`config.mk`:
```
export PLATFORM = sky130hd
export DESIGN_NAME = vdi_ctrl
export DESIGN_NICKNAME = d
export VERILOG_FILES = /design/src/rtl/core/vdi_pkg.sv /design/src/rtl/core/vdi_ctrl.sv
export SDC_FILE = /design/constraint.sdc
export NUM_CORES = 1
export LEC_CHECK = 0
export BUFFER_PORTS_ARGS = -buffer_cell sky130_fd_sc_hd__buf_2
export CAP_MARGIN = 40
export CORE_AREA = 5 5 42 44
export DETAILED_ROUTE_END_ITERATION = 10
export DIE_AREA = 0 0 47 49
export MAX_ROUTING_LAYER = met4
export SETUP_SLACK_MARGIN = 0.3
export SYNTH_ARGS = -nofsm -noshare
export SYNTH_HDL_FRONTEND = slang
export SYNTH_SLANG_ARGS = --single-unit
```
`constraint.sdc`:
```
create_clock -name clk -period 1.9 [get_ports clk]
set_input_delay 0.285 -clock clk [delete_from_list [all_inputs] [get_ports clk]]
set_output_delay 0.285 -clock clk [all_outputs]
set_load 0.05 [all_outputs]
```
`src/rtl/core/vdi_pkg.sv`:
```
// ----------------------------------------------------------------------------
// vdi_pkg
// Shared sizes, codes, controller/datapath bundles and the slot hash for the
// vertex deduplication indexer.
// ----------------------------------------------------------------------------
package vdi_pkg;

  // Capacity of the vertex store and limit of the triangle counter.
  localparam int MAX_VERTICES  = 1024;
  localparam int MAX_TRIANGLES = 4096;

  localparam int VIDX_W = $clog2(MAX_VERTICES);
  localparam int VCNT_W = VIDX_W + 1;
  localparam int TIDX_W = $clog2(MAX_TRIANGLES);
  localparam int TCNT_W = TIDX_W + 1;

  // The hash table holds twice as many slots as vertices, so a probe
  // sequence always ends on an empty slot.
  localparam int SLOTS  = 2 * MAX_VERTICES;
  localparam int SLOT_W = $clog2(SLOTS);

  localparam int KEY_W    = 96;
  localparam int CORNER_W = 2;
  localparam int STATUS_W = 2;
  localparam int ENTRY_W  = 1 + KEY_W + VIDX_W;

  localparam int IN_W  = ((KEY_W + CORNER_W + 7) / 8) * 8;
  localparam int OUT_W = ((VIDX_W + STATUS_W + TIDX_W + 7) / 8) * 8;

  typedef logic [CORNER_W-1:0] corner_t;
  typedef logic [STATUS_W-1:0] status_t;

  localparam corner_t CORNER_CLOSE = 2'd2;

  localparam status_t ST_EXISTING = 2'd0;
  localparam status_t ST_NEW      = 2'd1;
  localparam status_t ST_FULL     = 2'd2;
  localparam status_t ST_TRILIMIT = 2'd3;

  // Controller states, one-hot.
  typedef enum logic [4:0] {
    S_CLEAR  = 5'b00001,
    S_IDLE   = 5'b00010,
    S_READ   = 5'b00100,
    S_CMP    = 5'b01000,
    S_RESULT = 5'b10000
  } state_t;

  // Commands from the controller to the datapath.
  typedef struct packed {
    logic clr_step;
    logic take;
    logic set_limit;
    logic probe_next;
    logic insert;
    logic found;
    logic emit;
  } vdi_cmd_t;

  // Status from the datapath to the controller.
  typedef struct packed {
    logic clr_last;
    logic tri_limit;
    logic slot_valid;
    logic key_match;
    logic out_free;
  } vdi_stat_t;

  // XOR fold of the 96-bit position onto a slot address.
  function automatic logic [SLOT_W-1:0] key_hash(input logic [KEY_W-1:0] key);
    logic [SLOT_W-1:0] h;
    h = '0;
    for (int i = 0; i < KEY_W; i++) begin
      h[i % SLOT_W] = h[i % SLOT_W] ^ key[i];
    end
    return h;
  endfunction

endpackage

```
`src/rtl/core/vdi_ctrl.sv`:
```
// ----------------------------------------------------------------------------
// vdi_ctrl
// Controller: clearing pass, input acceptance, probe loop and result hand-off.
// ----------------------------------------------------------------------------
module vdi_ctrl
  import vdi_pkg::*;
(
  input  logic      clk,
  input  logic      rst,
  input  logic      s_tvalid,
  output logic      s_tready,
  input  vdi_stat_t stat,
  output vdi_cmd_t  cmd
);

  state_t state, state_next;

  // State register.
  always_ff @(posedge clk) begin
    if (rst) begin
      state <= S_CLEAR;
    end else begin
      state <= state_next;
    end
  end

  assign s_tready = (state == S_IDLE);

  // Next state and command decode.
  always_comb begin
    state_next = state;
    cmd        = '0;
    unique case (state)
      S_CLEAR: begin
        cmd.clr_step = 1'b1;
        if (stat.clr_last) begin
          state_next = S_IDLE;
        end
      end
      S_IDLE: begin
        if (s_tvalid) begin
          cmd.take = 1'b1;
          if (stat.tri_limit) begin
            cmd.set_limit = 1'b1;
            state_next    = S_RESULT;
          end else begin
            state_next = S_READ;
          end
        end
      end
      S_READ: begin
        state_next = S_CMP;
      end
      S_CMP: begin
        if (!stat.slot_valid) begin
          cmd.insert = 1'b1;
          state_next = S_RESULT;
        end else if (stat.key_match) begin
          cmd.found  = 1'b1;
          state_next = S_RESULT;
        end else begin
          cmd.probe_next = 1'b1;
          state_next     = S_READ;
        end
      end
      S_RESULT: begin
        if (stat.out_free) begin
          cmd.emit   = 1'b1;
          state_next = S_IDLE;
        end
      end
      default: begin
        state_next = S_CLEAR;
      end
    endcase
  end

endmodule

```
Yosys cells after proc, flatten, opt, wreduce, memory -nomap -nowiden
Index checks and enable logic that the tools add are counted.

Output and inout port bits: 8. Register bits after elaboration: 5. Logic and storage cells: 29. Input bits: 8.

Mux-type cells: 19. Equality and inequality tests: 8. Reductions and logical operators: 1.

Operator list (number): $mux W5 (6); $pmux W5 S5 (1); $mux W1 (9); $ne A2 B2 Y1 const B (3); $eq A5 B1 Y1 const B (1); $eq A5 B2 Y1 const B (1); $eq A5 B3 Y1 const B (1); $eq A5 B4 Y1 const B (1); $eq A5 B5 Y1 const B (1); $mux W2 (2); $mux W3 (1); $reduce_and A3 Y1 (1).

Logic depth before layout (Yosys ltp)
Word-level depth: 3. Mapped depth: 5. Mapped depth without buffers: 3.

Worst setup path before layout
Ideal clock, no wire load.

Path type: reg2out. Start: register state[3]. End: output port cmd[4] (netlist name). Path slack: -0.565 ns. Buffers on the path: 2. Required time: 1.615 ns. Cell stages (with the launch flop): 6. Arrival: 2.180 ns. Cell sequence: dfxtp_1 > buf_6 > or3_1 > clkbuf_2 > nor2_1 > and3_1.

RTL lines: from (decl) (RTL line vdi_ctrl.sv:16) `state_t state, state_next;`; from (signal assigned) (RTL line vdi_ctrl.sv:23) `state <= state_next;`; to (decl) (RTL line vdi_ctrl.sv:13) `output vdi_cmd_t cmd`.

==> metrics.md <==
| Metric | Value |
|---|---|
| Synth unique cells | `31` |
| Critical Path AT | `~1400 ps` |
| Flip-flop and latch area | `approximately 110 sq um` |
| Vias in the first global route | `roughly 460` |
| Worst path setup slack after routing | `183.6 ps` |
| Mean instance size in the synthesized netlist | `8.219 sq um` |
| Antenna violations before repair | `0` |
| EDFF count, synth | `0` |
| Area share of fa/ha/maj cells after synthesis | `0` |
| Insertion delay to the later sink of the worst-skew pair | `about 240 ps` |
| Maximum number of pins on one net before global-route repair | `9` |
| Core Region | `1401 sq um` |
| Total number of vias | `460` |
| Number of nets at the end of the flow | `84` |
| Leading cell type in the layout, fill and taps excluded | `buf_4` |
| Routed wirelength normalized by instance count | `roughly 13 um` |
| Global-route wire length before repair | `about 1900 um` |
| Count of clock tree sinks | `5` |
| Relative area change from synthesis to final layout | `70.15%` |
| Post-synth design cell area | `~420 sq um` |
| Max-slew headroom at the worst pin | `0.7372` |
| Source of the critical timing path | `state[4]` |
| #FFs+latches synth | `5` |
| Row count | `14` |
| Commonest cells after routing, fill and taps aside | `12 x buf_4, 8 x buf_2` |
| Number of flip-flops in the largest register | `5` |
| Wire length after detailed routing | `approximately 1100 um` |
| DRT antenna net count | `0` |
| Top fanout value on the critical path | `4` |
| Ports placed on the boundary | `16` |
| FF-to-FF Start | `state[4]` |
| Most flops, register | `state` |
| DRC violation count after routing | `0` |
| Fraction of layout cells with a size suffix above 1 | `0.6400` |
| Die area | `approximately 2300 sq um` |
| RSZ-0062 raised after global routing | `true` |
| Tmin final | `~1700 ps` |
| Max Fclk | `582.6 MHz` |
| Fraction of synthesized cell area in xor and xnor cells | `0.04179` |
| Yosys warning count | `0` |
| Multiplexer share of the synthesized area | `0` |
| Combinational family with the most area after synthesis | `simple AND/OR/NAND/NOR gates` |
| Die Y | `around 49 um` |
| Filler cells | `130` |
| Setup Skew | `5.723 ps` |
| CP peak stage delay | `~400 ps` |
| Clock-pin slew on the worst setup and hold paths | `40 ps` |
| Power density relative to cell area | `approximately 1200 nW/um^2` |
| Number of DRC markers in iteration 0 | `3` |
| Number of buffers added on ports | `15` |
| ANT cells | `0` |
| Highest-delay cell along the critical path | `or3_4` |
| Die outline width | `roughly 47 um` |
| Detail Placement HPWL | `around 800 um` |
| Final Hold Viols | `0` |
| Final RePlAce weighted congestion | `between 0.6 and 0.7` |
| Total negative setup slack | `0 ps` |
| Registers with the most flip-flops | `state x5` |
| Async set-reset flop share out of synthesis | `0` |
| Slew of the pin with the lowest slew margin | `391.2 ps` |
| Total routing resource utilization after global routing | `0.1141` |
| Startpoint types | `flip-flop` |
| Synthesized netlist net count | `59` |
| Critical Path, Cell by Cell | `or3_4 > nor2_4 > and3_4 > buf_8` |
| Worst min-delay path category | `input port to flip-flop` |
| Worst Min Path Start | `rst` |
| Vias/cell | `around 5.1` |
| CTS H-tree depth | `1` |
| First-pass iteration count of the detailed router | `2` |
| Max IR drop VDD | `between 500 and 600 uV` |
| Clock Root Buffer | `clkbuf_4` |
| Part of the Yosys area used for sequential elements | `0.2388` |
| Pre-CTS setup slack | `between 150 and 200 ps` |
| Finish-stage setup viols | `0` |
| Maximum buffer depth of the clock tree | `2` |
| Simple-gate area share of the yosys netlist | `0.4000` |
| Top_reg_cell synth | `dfxtp_1` |
| Final Instance Count excl. Fillers | `91` |
| CTS tree | `built` |
| Crit share post-route | `0.9033` |
| Fraction of the mapped netlist area in compound gates | `0.1910` |
| Multi-input logic area | `about 350 sq um` |
| Kind of end point of the critical path | `output pin` |
| Synthesized instance count | `just over 50` |
| Aggregate global routing overflow | `0` |
| Leakage power summed over all cells | `around 0.30 nW` |
| Cts bufs inserted | `3` |
| Fin. max-slew vios | `0` |
| Critical Setup Path Class | `flip-flop to output pin` |
| Result of the run | `finished, final reports clean` |
| Effective utilization at floorplan | `0.2991` |
| Maxcap violations | `0` |
| Required time of the critical path | `1620 ps` |
| Cells after DPL | `between 80 and 90` |
==> per-layer routing <==
layer  vias up  part of all wire  global-route usage
li1        234                 -                   -
met1       210              0.41              0.1341
met2        14              0.52              0.1787
met3         2             0.057             0.05535
met4         0             0.018             0.01382
met5         -                 0                   -
==> cell type report <==
cell class / count / area share
sequential: 5 / 0.1561
tap: 16 / 0.02807
clock buffer: 4 / 0.03684
multi-input combinational: 39 / 0.4912
timing repair buffer: 25 / 0.2772
inverter: 2 / 0.01053
==> through the flow <==
step                      utilization  cell area, sq um  hold slack (ps)  power (mW)
final                          0.5089             713.2            250.7      0.8904
after global routing           0.5089             713.2            240.7      0.9591
after CTS                      0.4938             691.9            241.0      0.8612
after detailed placement       0.3848             539.3            507.1      0.5979
after global placement         0.3848             539.3            509.7      0.6004
after floorplan                     -             460.4            353.9      0.5434
==> worst paths after layout <==
check | to | slack [ps] | depth (start not counted)
max | cmd[4] | 180 | 4
max reg2reg | state[2] | 250 | 4
min reg2reg | state[3] | 490 | 1
min | state[2] | 250 | 2
==> where the power goes <==
group,total [mW],internal [mW],switching [mW]
logic,0.572,0.295,0.277
registers,0.195,0.142,0.0529
clock network,0.124,0.0794,0.0444
total,0.890,0.516,0.374
==> cells in the mapped netlist, types with 2 or more instances <==
cell type  count  area share
nor3_1         3       0.036
or3_1          3       0.045
buf_6          3       0.081
o21ai_0        2       0.024
nor2_1         4       0.036
a21o_1         2       0.036
nor3b_1        4       0.072
inv_1          2       0.018
dfxtp_1        5        0.24
nand2_1        2       0.018
==> cells by family (layout without fill, tap and decap cells) <==
family	Yosys count	in the layout
compound gates	10	10
xor+xnor	2	2
buf+inv	7	31
flops	5	5
simple gates	27	27
==> timing repair <==
| item | 4_1_cts | 5_1_grt |
|---|---|---|
| pin swaps | 7 | 3 |
| gates resized for setup | 27 | 3 |
| buffers inserted | 5 | 1 |
| hold buffers | 0 | 0 |
| gates cloned | 0 | 0 |
| setup endpoints to repair | 9 | 10 |
==> worst max-delay path: cells and delay by family, from the launching register on <==
| kind | cells | cell delay (ps) |
|---|---|---|
| and+or+nand+nor | 3 | 700 |
| DFF | 1 | 350 |
| buffers and inverters | 1 | 140 |
No activity file was read; power rests on OpenSTA's default activity.
